==> src/rtl/mcg_pkg.sv <==
package mcg_pkg;

  localparam int GRID_CELLS = 42;
  localparam logic [5:0] LAST_CELL = 6'(GRID_CELLS - 1);

  // Reciprocal multipliers: x*5243>>19 == x/100 for x < 16784,
  // x*2341>>14 == x/7 for x < 1040
  localparam logic [12:0] RECIP_100 = 13'd5243;
  localparam int RECIP_100_SHIFT = 19;
  localparam logic [11:0] RECIP_7 = 12'd2341;
  localparam int RECIP_7_SHIFT = 14;

  localparam logic [3:0] MONTH_JAN = 4'd1;
  localparam logic [3:0] MONTH_FEB = 4'd2;
  localparam logic [3:0] MONTH_DEC = 4'd12;

  typedef struct packed {
    logic [13:0] year;
    logic [3:0]  month;
  } in_item_t;

  typedef struct packed {
    logic [5:0] cell_index;
    logic [4:0] day_number;
    logic       in_month;
    logic       last_cell;
  } out_cell_t;

  // One classified page: weekday of day 1 (0 is Saturday) and month lengths
  typedef struct packed {
    logic [2:0] start_wd;
    logic [4:0] len;
    logic [4:0] prev_len;
  } grid_job_t;

  function automatic logic [4:0] month_len(input logic [3:0] m, input logic leap);
    logic [4:0] res;
    unique case (m)
      4'd1:    res = 5'd31;
      4'd2:    res = leap ? 5'd29 : 5'd28;
      4'd3:    res = 5'd31;
      4'd4:    res = 5'd30;
      4'd5:    res = 5'd31;
      4'd6:    res = 5'd30;
      4'd7:    res = 5'd31;
      4'd8:    res = 5'd31;
      4'd9:    res = 5'd30;
      4'd10:   res = 5'd31;
      4'd11:   res = 5'd30;
      4'd12:   res = 5'd31;
      default: res = 5'd31;
    endcase
    return res;
  endfunction

  // Zeller month term (mm+1)*13/5 for mm in 3..14
  function automatic logic [5:0] zeller_month(input logic [3:0] mm);
    logic [5:0] res;
    unique case (mm)
      4'd3:    res = 6'd10;
      4'd4:    res = 6'd13;
      4'd5:    res = 6'd15;
      4'd6:    res = 6'd18;
      4'd7:    res = 6'd20;
      4'd8:    res = 6'd23;
      4'd9:    res = 6'd26;
      4'd10:   res = 6'd28;
      4'd11:   res = 6'd31;
      4'd12:   res = 6'd33;
      4'd13:   res = 6'd36;
      4'd14:   res = 6'd39;
      default: res = 6'd0;
    endcase
    return res;
  endfunction

endpackage

==> src/rtl/mcg_front.sv <==
module mcg_front (
  input  logic                clk,
  input  logic                rst_n,
  input  logic                acc,
  input  mcg_pkg::in_item_t   item,
  output logic                push,
  output mcg_pkg::grid_job_t  job
);

  logic        v1_r, v2_r, v3_r, v4_r, v5_r;

  logic [13:0] year1_r;
  logic [3:0]  month1_r;

  logic [13:0] year2_r;
  logic [3:0]  month2_r;
  logic [3:0]  mm2_r;
  logic [14:0] yy2_r;
  logic [7:0]  cent2_r;
  logic [7:0]  ycent2_r;

  logic [6:0]  rem3_r;
  logic [9:0]  part3_r;
  logic [4:0]  len3_r, prev3_r;

  logic [10:0] sum4_r;
  logic [4:0]  len4_r, prev4_r;

  logic [10:0] sum5_r;
  logic [7:0]  q5_r;
  logic [4:0]  len5_r, prev5_r;

  logic [3:0]  month_sat;
  logic        early;
  logic [14:0] yy_nxt;
  logic [27:0] cprod, yprod;
  logic [14:0] rem_full, yrem_full;
  logic [6:0]  yrem;
  logic        leap;
  logic [3:0]  prev_month;
  logic [21:0] qprod;
  logic [10:0] wd_full;

  always_ff @(posedge clk) begin
    if (!rst_n) begin
      v1_r <= 1'b0;
      v2_r <= 1'b0;
      v3_r <= 1'b0;
      v4_r <= 1'b0;
      v5_r <= 1'b0;
    end else begin
      v1_r <= acc;
      v2_r <= v1_r;
      v3_r <= v2_r;
      v4_r <= v3_r;
      v5_r <= v4_r;
    end
  end

  // Saturate month into 1..12
  always_comb begin
    if (item.month < mcg_pkg::MONTH_JAN) begin
      month_sat = mcg_pkg::MONTH_JAN;
    end else if (item.month > mcg_pkg::MONTH_DEC) begin
      month_sat = mcg_pkg::MONTH_DEC;
    end else begin
      month_sat = item.month;
    end
  end

  always_ff @(posedge clk) begin
    if (acc) begin
      year1_r  <= item.year;
      month1_r <= month_sat;
    end
  end

  // Shift January and February into the previous year, offset by 400 years
  assign early  = (month1_r <= mcg_pkg::MONTH_FEB);
  assign yy_nxt = {1'b0, year1_r} + 15'd400 - {14'd0, early};
  assign cprod  = {13'd0, yy_nxt} * {15'd0, mcg_pkg::RECIP_100};
  assign yprod  = {14'd0, year1_r} * {15'd0, mcg_pkg::RECIP_100};

  always_ff @(posedge clk) begin
    year2_r  <= year1_r;
    month2_r <= month1_r;
    mm2_r    <= early ? month1_r + 4'd12 : month1_r;
    yy2_r    <= yy_nxt;
    cent2_r  <= cprod[mcg_pkg::RECIP_100_SHIFT +: 8];
    ycent2_r <= yprod[mcg_pkg::RECIP_100_SHIFT +: 8];
  end

  assign rem_full  = yy2_r - {7'd0, cent2_r} * 15'd100;
  assign yrem_full = {1'b0, year2_r} - {7'd0, ycent2_r} * 15'd100;
  assign yrem      = yrem_full[6:0];
  assign leap      = ((year2_r[1:0] == 2'd0) && (yrem != 7'd0)) ||
                     ((yrem == 7'd0) && (ycent2_r[1:0] == 2'd0));
  assign prev_month = month2_r - 4'd1;

  always_ff @(posedge clk) begin
    rem3_r  <= rem_full[6:0];
    part3_r <= 10'd1 + {4'd0, mcg_pkg::zeller_month(mm2_r)} + {4'd0, cent2_r[7:2]}
               + {2'd0, cent2_r} * 10'd5;
    len3_r  <= mcg_pkg::month_len(month2_r, leap);
    prev3_r <= (month2_r == mcg_pkg::MONTH_JAN) ? 5'd31
                                                 : mcg_pkg::month_len(prev_month, leap);
  end

  always_ff @(posedge clk) begin
    sum4_r  <= {1'b0, part3_r} + {4'd0, rem3_r} + {6'd0, rem3_r[6:2]};
    len4_r  <= len3_r;
    prev4_r <= prev3_r;
  end

  assign qprod = {11'd0, sum4_r} * {10'd0, mcg_pkg::RECIP_7};

  always_ff @(posedge clk) begin
    sum5_r  <= sum4_r;
    q5_r    <= qprod[mcg_pkg::RECIP_7_SHIFT +: 8];
    len5_r  <= len4_r;
    prev5_r <= prev4_r;
  end

  assign wd_full      = sum5_r - {3'd0, q5_r} * 11'd7;
  assign push         = v5_r;
  assign job.start_wd = wd_full[2:0];
  assign job.len      = len5_r;
  assign job.prev_len = prev5_r;

endmodule

==> src/rtl/mcg_fifo.sv <==
module mcg_fifo #(
  parameter int DEPTH = 4
) (
  input  logic                clk,
  input  logic                rst_n,
  input  logic                push,
  input  mcg_pkg::grid_job_t  wr_data,
  input  logic                pop,
  output logic                not_empty,
  output mcg_pkg::grid_job_t  rd_data
);

  localparam int PW = (DEPTH > 1) ? $clog2(DEPTH) : 1;
  localparam int CW = $clog2(DEPTH + 1);

  mcg_pkg::grid_job_t mem [DEPTH];
  logic [PW-1:0] wr_ptr_r, rd_ptr_r;
  logic [CW-1:0] count_r;

  always_ff @(posedge clk) begin
    if (push) begin
      mem[wr_ptr_r] <= wr_data;
    end
  end

  always_ff @(posedge clk) begin
    if (!rst_n) begin
      wr_ptr_r <= '0;
      rd_ptr_r <= '0;
      count_r  <= '0;
    end else begin
      if (push) begin
        wr_ptr_r <= (wr_ptr_r == PW'(DEPTH - 1)) ? '0 : wr_ptr_r + PW'(1);
      end
      if (pop) begin
        rd_ptr_r <= (rd_ptr_r == PW'(DEPTH - 1)) ? '0 : rd_ptr_r + PW'(1);
      end
      if (push && !pop) begin
        count_r <= count_r + CW'(1);
      end else if (pop && !push) begin
        count_r <= count_r - CW'(1);
      end
    end
  end

  assign not_empty = (count_r != '0);
  assign rd_data   = mem[rd_ptr_r];

  a_no_overflow: assert property (@(posedge clk) disable iff (!rst_n)
    push |-> (count_r != CW'(DEPTH)) || pop)
    else $error("job queue written while full");

  a_no_underflow: assert property (@(posedge clk) disable iff (!rst_n)
    pop |-> not_empty)
    else $error("job queue read while empty");

endmodule

==> src/rtl/mcg_back.sv <==
module mcg_back (
  input  logic                clk,
  input  logic                rst_n,
  input  logic                job_avail,
  input  mcg_pkg::grid_job_t  job,
  output logic                pop,
  output logic                out_strobe,
  output mcg_pkg::out_cell_t  out_cell
);

  mcg_pkg::grid_job_t job_r;
  logic               active_r;
  logic [5:0]         cnt_r;
  logic               strobe_r;
  mcg_pkg::out_cell_t cell_r;

  logic               at_last;
  logic               lead;
  logic [6:0]         lead_day;
  logic [6:0]         d;
  logic               inm;
  logic [6:0]         day;
  mcg_pkg::out_cell_t cell_nxt;

  assign at_last = (cnt_r == mcg_pkg::LAST_CELL);
  assign pop     = job_avail && (!active_r || at_last);

  always_ff @(posedge clk) begin
    if (!rst_n) begin
      active_r <= 1'b0;
      cnt_r    <= '0;
    end else if (pop) begin
      active_r <= 1'b1;
      cnt_r    <= '0;
    end else if (active_r) begin
      if (at_last) begin
        active_r <= 1'b0;
      end else begin
        cnt_r <= cnt_r + 6'd1;
      end
    end
  end

  always_ff @(posedge clk) begin
    if (pop) begin
      job_r <= job;
    end
  end

  // Leading cells count up to the previous month's last day
  assign lead     = ({1'b0, cnt_r} < {4'd0, job_r.start_wd});
  assign lead_day = {2'd0, job_r.prev_len} + 7'd1 + {1'b0, cnt_r} - {4'd0, job_r.start_wd};
  assign d        = {1'b0, cnt_r} + 7'd1 - {4'd0, job_r.start_wd};
  assign inm      = !lead && (d <= {2'd0, job_r.len});

  always_comb begin
    if (lead) begin
      day = lead_day;
    end else if (inm) begin
      day = d;
    end else begin
      day = d - {2'd0, job_r.len};
    end
  end

  always_comb begin
    cell_nxt.cell_index = cnt_r;
    cell_nxt.day_number = day[4:0];
    cell_nxt.in_month   = inm;
    cell_nxt.last_cell  = at_last;
  end

  always_ff @(posedge clk) begin
    if (!rst_n) begin
      strobe_r <= 1'b0;
    end else begin
      strobe_r <= active_r;
    end
  end

  always_ff @(posedge clk) begin
    if (active_r) begin
      cell_r <= cell_nxt;
    end
  end

  assign out_strobe = strobe_r;
  assign out_cell   = cell_r;

  a_grid_unbroken: assert property (@(posedge clk) disable iff (!rst_n)
    (strobe_r && !cell_r.last_cell) |=> strobe_r)
    else $error("grid interrupted before its last cell");

  a_cells_in_order: assert property (@(posedge clk) disable iff (!rst_n)
    (strobe_r && (cell_r.cell_index != 6'd0)) |->
      ($past(strobe_r) && ($past(cell_r.cell_index) + 6'd1 == cell_r.cell_index)))
    else $error("grid cell out of order");

endmodule

==> src/rtl/month_calendar_grid.sv <==
// Month page generator: one (year, month) item gives 42 grid cells, one per cycle.
// The front pipeline classifies an item in its registered stages; the job then waits in the
// job queue, and the grid generator takes the next job only at the last cell of the one before.
// New items are accepted meanwhile until the queue's entries are all in flight, then busy is set.
// Reset: synchronous, active low; clears the pipeline, job queue and counter.
// The receiver cannot stall: a cell is shown for exactly one cycle.
module month_calendar_grid #(
  parameter int QUEUE_DEPTH = 4
) (
  input  logic               clk,
  input  logic               rst_n,
  input  logic               start,
  output logic               busy,
  input  mcg_pkg::in_item_t  in_item,
  output logic               out_strobe,
  output mcg_pkg::out_cell_t out_cell
);

  localparam int CW = $clog2(QUEUE_DEPTH + 1);

  logic               acc;
  logic               push;
  logic               pop;
  logic               job_avail;
  mcg_pkg::grid_job_t fr_job;
  mcg_pkg::grid_job_t q_job;
  logic [CW-1:0]      inflight_r;

  // Count items accepted but not yet taken by the grid generator,
  // so the queue always has room for everything in the front pipeline
  assign busy = (inflight_r == CW'(QUEUE_DEPTH));
  assign acc  = start && !busy;

  always_ff @(posedge clk) begin
    if (!rst_n) begin
      inflight_r <= '0;
    end else if (acc && !pop) begin
      inflight_r <= inflight_r + CW'(1);
    end else if (pop && !acc) begin
      inflight_r <= inflight_r - CW'(1);
    end
  end

  mcg_front u_front (
    .clk  (clk),
    .rst_n(rst_n),
    .acc  (acc),
    .item (in_item),
    .push (push),
    .job  (fr_job)
  );

  mcg_fifo #(
    .DEPTH(QUEUE_DEPTH)
  ) u_fifo (
    .clk      (clk),
    .rst_n    (rst_n),
    .push     (push),
    .wr_data  (fr_job),
    .pop      (pop),
    .not_empty(job_avail),
    .rd_data  (q_job)
  );

  mcg_back u_back (
    .clk       (clk),
    .rst_n     (rst_n),
    .job_avail (job_avail),
    .job       (q_job),
    .pop       (pop),
    .out_strobe(out_strobe),
    .out_cell  (out_cell)
  );

  a_credit_bound: assert property (@(posedge clk) disable iff (!rst_n)
    inflight_r <= CW'(QUEUE_DEPTH))
    else $error("more items in flight than queue entries");

endmodule

==> config.mk <==
export PLATFORM = sky130hd
export DESIGN_NAME = month_calendar_grid
export DESIGN_NICKNAME = d
export VERILOG_FILES = /design/src/rtl/mcg_pkg.sv /design/src/rtl/mcg_front.sv /design/src/rtl/mcg_fifo.sv /design/src/rtl/mcg_back.sv /design/src/rtl/month_calendar_grid.sv
export SDC_FILE = /design/constraint.sdc
export NUM_CORES = 1
export LEC_CHECK = 0
export ABC_AREA = 1
export BUFFER_PORTS_ARGS = -buffer_cell sky130_fd_sc_hd__clkbuf_2
export CAP_MARGIN = 10
export CORE_ASPECT_RATIO = 0.9
export CORE_MARGIN = 3
export CORE_UTILIZATION = 45
export CTS_CLUSTER_DIAMETER = 50
export DETAILED_ROUTE_END_ITERATION = 10
export PLACE_DENSITY = 0.68
export SYNTH_ARGS = -nofsm -noshare
export SYNTH_HDL_FRONTEND = slang
export SYNTH_SLANG_ARGS = --single-unit
export TNS_END_PERCENT = 5
==> constraint.sdc <==
create_clock -name clk -period 7.4 [get_ports clk]
set_input_delay 1.11 -clock clk [delete_from_list [all_inputs] [get_ports clk]]
set_output_delay 1.11 -clock clk [all_outputs]
set_load 0.1 [all_outputs]
# Yosys cells after proc, flatten, opt, wreduce, memory -nomap -nowiden
# Memories as Yosys holds them, arrays and structs flattened. A register that Yosys moved wholly into a read port is not among the register bits.
# Index checks and enable logic that the tools add are counted.
# totals
reg_bits	157
latchBits	0
rom_bits	96
memories	2
input_bits	21
ramBits	52
# classes
order_cmp	5
muxes	18
reduce_logical	29
shifts	0
n_addsub	25
mul	7
n_eq_ne	15
n_div	0
n_bitwise	2
# memory_table
name	words	word_bits	rd	rd_clocked_by_memory_dff	wr	line_no	text
(no name shown)	16	6	1	1	0	mcg_pkg.sv:59	unique case (mm)
u_fifo.mem	4	13	1	1	1	mcg_fifo.sv:16	mcg_pkg::grid_job_t mem [DEPTH];
# ops
operator	count
$mul A14 B13 Y27 const B	1
$mul A15 B13 Y27 const B	1
$mul A11 B12 Y22 const B	1
$pmux W5 S2	2
$eq A4 B3 Y1 const B	4
$eq A4 B4 Y1 const B	4
$mul A8 B5 Y5 const B	2
$add A14 B9 Y15 const B	1
$sub A15 B1 Y15	1
$sub A7 B7 Y7	2
$mux W3	4
$add A10 B7 Y11	1
$add A11 B5 Y11	1
$add A10 B10 Y10	1
$add A10 B6 Y10	1
$mul A8 B3 Y10 const B	1
$mux W5	2
$logic_and A1 B1 Y1	9
$eq A4 B2 Y1 const B	2
$mul A8 B3 Y3 const B	1
$mux W4	2
$reduce_or A4 Y1	2
$add A1 B6 Y7 const A	1
$add A6 B1 Y7 const B	1
other kinds (33)	53

# Longest topological paths before layout
# depth
word_depth	7
ltp_mapped	41

# Modules after synthesis
# From an unflattened synthesis, not the netlist that was laid out.
# hier_totals
hier_cells	2072
hier_area_um2	18926.9
# modules_own_cells
mod	seq_area_each_um2	cells_each	n_inst	area_each_um2
mcg_front	2302.2	1641	1	14168.6
mcg_fifo	1741.7	185	1	2431.1
mcg_back	940.9	219	1	2140.8
month_calendar_grid	60.1	27	1	186.4

# Worst setup path after synthesis
# OpenSTA, ideal clock, no wires.
# synth_timing
kind	register to register
from	register u_front.month1_r[0]
to	register u_front.cent2_r[2]
period_less_slack_ps	6360
setup_ps	113
n_path_buf	0
t_required_ps	7287
arrival_ps	6247
setup_slack_ps	1040
stages_incl_launch_ff	34
cell_sequence	edfxtp_1 inv_1 ha_1 inv_1 o21ai_2 ha_1 inv_1 ha_1 fa_1 nand3_1 nand2_2 nand4_1 o2111ai_1 xor2_1 inv_1 ha_1 inv_1 fa_1 inv_1 fa_1 fa_1 inv_1 fa_1 inv_1 ha_1 nand2_1 inv_1 nand2_1 nor3_1 nand3b_1 nand3_1 nand2_1 inv_1 nor2_1
# synth_between
elab_chain_len	3
# synth_rtl
element	line_no	text
from (decl)	mcg_front.sv:13	logic [3:0] month1_r;
from (signal assigned)	mcg_front.sv:74	month1_r <= month_sat;
$le A4 B2 Y1	mcg_front.sv:79	assign early = (month1_r <= mcg_pkg::MONTH_FEB);
$sub A15 B1 Y15	mcg_front.sv:80	assign yy_nxt = {1'b0, year1_r} + 15'd400 - {14'd0, early};
$mul A15 B13 Y27	mcg_front.sv:81	assign cprod = {13'd0, yy_nxt} * {15'd0, mcg_pkg::RECIP_100};
named net u_front.cprod[21]	mcg_front.sv:36	logic [27:0] cprod, yprod;
to (signal assigned)	mcg_front.sv:89	cent2_r <= cprod[mcg_pkg::RECIP_100_SHIFT +: 8];
to (decl)	mcg_front.sv:19	logic [7:0] cent2_r;
# The timed path passes the listed nets, and every way through them passes these cells.
# A chain may end at the register's enable or synchronous reset.

# Worst setup path after layout
# layout_timing
from	register u_front.month1_r[0]
to	register u_front.cent2_r[7]
# Same word-level chain as after synthesis.

==> reports/metrics.yaml <==
run_status:
  status: "finished, final reports clean"
synth:
  syn_area_um2: 17500
  postSynthCellCount: 1943
  syn_avg_cell_area_um2: 9.009
  synth-edff-count: 66
  ys_top_cells_by_count: "inv_1 (484), ha_1 (329), nand2_1 (255)"
  synth_top_area_share_pct: 23.52
  yosysTopAreaCell: "ha_1"
  syn-num-nets: 2462
  synthArstFlopShare_pct: 0
  synth_area_leaders: "ha_1 (24%), fa_1 (19%), dfxtp_1 (12%)"
  synth_ff_type: "dfxtp_1"
  yosysMostFrequentCell: "inv_1"
  yosysSeqAreaShare_pct: 23.45
  ys_warn_count: 0
  ys_ff_latch: 172
  synth_cell_type_count: 47
setup_path:
  r2r_setup_slack_ps: 720
  slowest_stage: "fa_1"
  r2r_start: "u_front.month1_r[0]"
  cp_common_cell: "inv_1"
  cp-end-kind: "register"
  crit_required_ps: 7750
  slowest_delay_ps: 550
  r2r-end: "u_front.cent2_r[7]"
  reg2reg_depth: 37
  arrival_ps: 7030
  cp_max_fo: 5
  crit_type: "register to register"
  start_kind: "register"
floorplan:
  core_area_um2: 37810
  die_x_um: 213.9
  ios: 36
  num_rows: 67
  design.die.area_um2: 41300
  start_util_pct: 46.30
  die_h_um: 193.1
sta:
  layout_min_cycle_time_ps: 6684
  fmax_ghz: 0.1496
  post-route-period-util_pct: 90.33
  hold_violations: 0
  grt_setup_unrepaired: "false"
  relSlewSlack_pct: 27.94
  layout_setup_ws_ps: 715.7
  setup_viol: 0
  skew_ps: 12.50
  slew_violations: 0
  finalSetupTns_ps: 0
  worstMarginPinSlew_ps: 1080
detailed_routing:
  drt-total-wl_mm: 34.15
  final_antenna_net_count: 0
  via_per_inst: 4.899
  drt_first_pass_iters: 5
  vias: 12370
  routedWlPerCell_um: 13.53
  drcViolationCount: 0
  initialDrtViolationCount: 650
layout:
  finalNetCount: 2514
  fillers: 3481
  area_delta_synth_final_pct: 7.920
  regArea_um2: 4104
  fin_area_um2: 18890
  drive_gt1_share_pct: 6.624
  antenna_cells: 0
  multi_input_area_um2: 11510
worst_hold_path:
  holdPathEnd: "u_front.len4_r[1]"
  holdPathStages: 0
  hp-start: "u_front.len3_r[1]"
  hp-class: "register to register"
cts:
  hold_buffers: 0
  cts.sinks: 172
  clk_pin_slew_ps: 80
  root_buffer: "clkbuf_16"
  ctsResizeCount: 0
  postCtsSetupBuffers: 0
  cts_tree: "yes"
  cts_buffer_depth: 2
  cts-htree-levels: 4
  clk_latency_ps: 450
  cts_made_buffers: 17
place:
  io_buffers: 35
  dpl.hpwl_mm: 28.69
  dp_slack_ps: 753.6
  gp_congestion: 0.9109
  dpl-instance-area_um2: 18330
global_route:
  grt_overflow_total: 0
  grt_max_degree: 20
  grt.total_usage_pct: 17.71
  grt_pass1_vias: 12660
  grt_pass1_wl_mm: 59.19
  antenna_found_initial: 0
job:
  cap_violations: 0
## cells by family after synthesis
family	synth area share, %
AOI/OAI and AO/OA	6.448
adders and majority gates	42.84
xor gates and xnor gates	3.588
and+or+nand+nor	12.89
DFF	23.45
buffers and inverters	10.79
## cell type report
type / instances / share of cell area [%]
Multi-Input combinational cell: 1269 / 60.96
Sequential cell: 172 / 21.72
Inverter: 496 / 9.856
Tap cell: 517 / 3.424
Clock buffer: 17 / 2.252
Timing Repair Buffer: 39 / 1.086
Clock inverter: 15 / 0.7021
## cells in the final DEF, fill, tap and decap left out, types with 4 or more instances in the layout
master and instances:
clkinv_4 4, nor2_1 95, nand2_1 255, o22ai_1 7, nand3_1 53, edfxtp_1 66
o21ai_0 58, inv_2 12, o21ai_1 4, clkbuf_16 17, a21o_1 7, dfxtp_1 106
inv_1 484, nand3_2 5, ha_1 329, fa_1 169, nor2_2 5, xnor2_1 25
clkbuf_2 35, nand2_2 20, nand4_1 33, nor3_1 14, buf_4 4, nand3b_1 5
a21oi_1 87, o211ai_1 8, o21bai_1 8, or2_2 4, xor2_1 43
## critical path: cells and delay by family, from the launching register on
family,cells,cell delay [ps]
buffers and inverters,9,610
AOI/OAI and AO/OA,2,340
and+or+nand+nor,16,1440
DFF,1,470
adders and majority gates,10,3720
## per-layer routing
layer | wire (um) | vias up | global-route usage (%)
met3 | 1105 | 51 | 2.281
met2 | 16290 | 206 | 30.18
met5 | 0 | - | 0
li1 | - | 6225 | -
met4 | 743 | 0 | 5.260
met1 | 16010 | 5887 | 23.71
## metrics by stage
stage | util (%) | instances | hold slack [ps]
2_1_floorplan | - | 1943 | 309.6
3_3_place_gp | 48.49 | 2493 | 311.2
3_5_place_dp | 48.49 | 2493 | 312.1
4_1_cts | 49.97 | 2525 | 322.8
5_1_grt | 49.97 | 2525 | 326.9
6_report | 49.97 | 2525 | 323.7
## sequential cells by signal (all words and copies together) (netlist names), 4 cells and up, named ones only
register          cells
u_back.cnt_r          6
u_front.cent2_r       8
u_front.year2_r       7
u_front.month1_r      4
u_fifo.mem           28
u_back.job_r          7
u_front.yy2_r         7
u_front.sum4_r       11
u_back.out_cell      13
u_front.year1_r      14
u_front.ycent2_r      5
u_front.month2_r      4
u_front.rem3_r        7
u_front.part3_r      10
## how the worst max path moves through the flow
stage / depth (start not counted) / from / to / slack (ps)
detailed placement: 34 / u_front.month1_r[0] / u_front.cent2_r[3] / 750
finish: 37 / u_front.month1_r[0] / u_front.cent2_r[7] / 720
floorplan: 33 / u_front.month1_r[0] / u_front.cent2_r[2] / 1040
CTS: 34 / u_front.month1_r[0] / u_front.cent2_r[3] / 720
global placement: 38 / u_front.month1_r[0] / u_front.cent2_r[2] / 920
global route: 38 / u_front.month1_r[0] / u_front.cent2_r[2] / 120
Power is not shown: default switching activity piles up to over one toggle a cycle in this logic, so the estimate is an artifact.
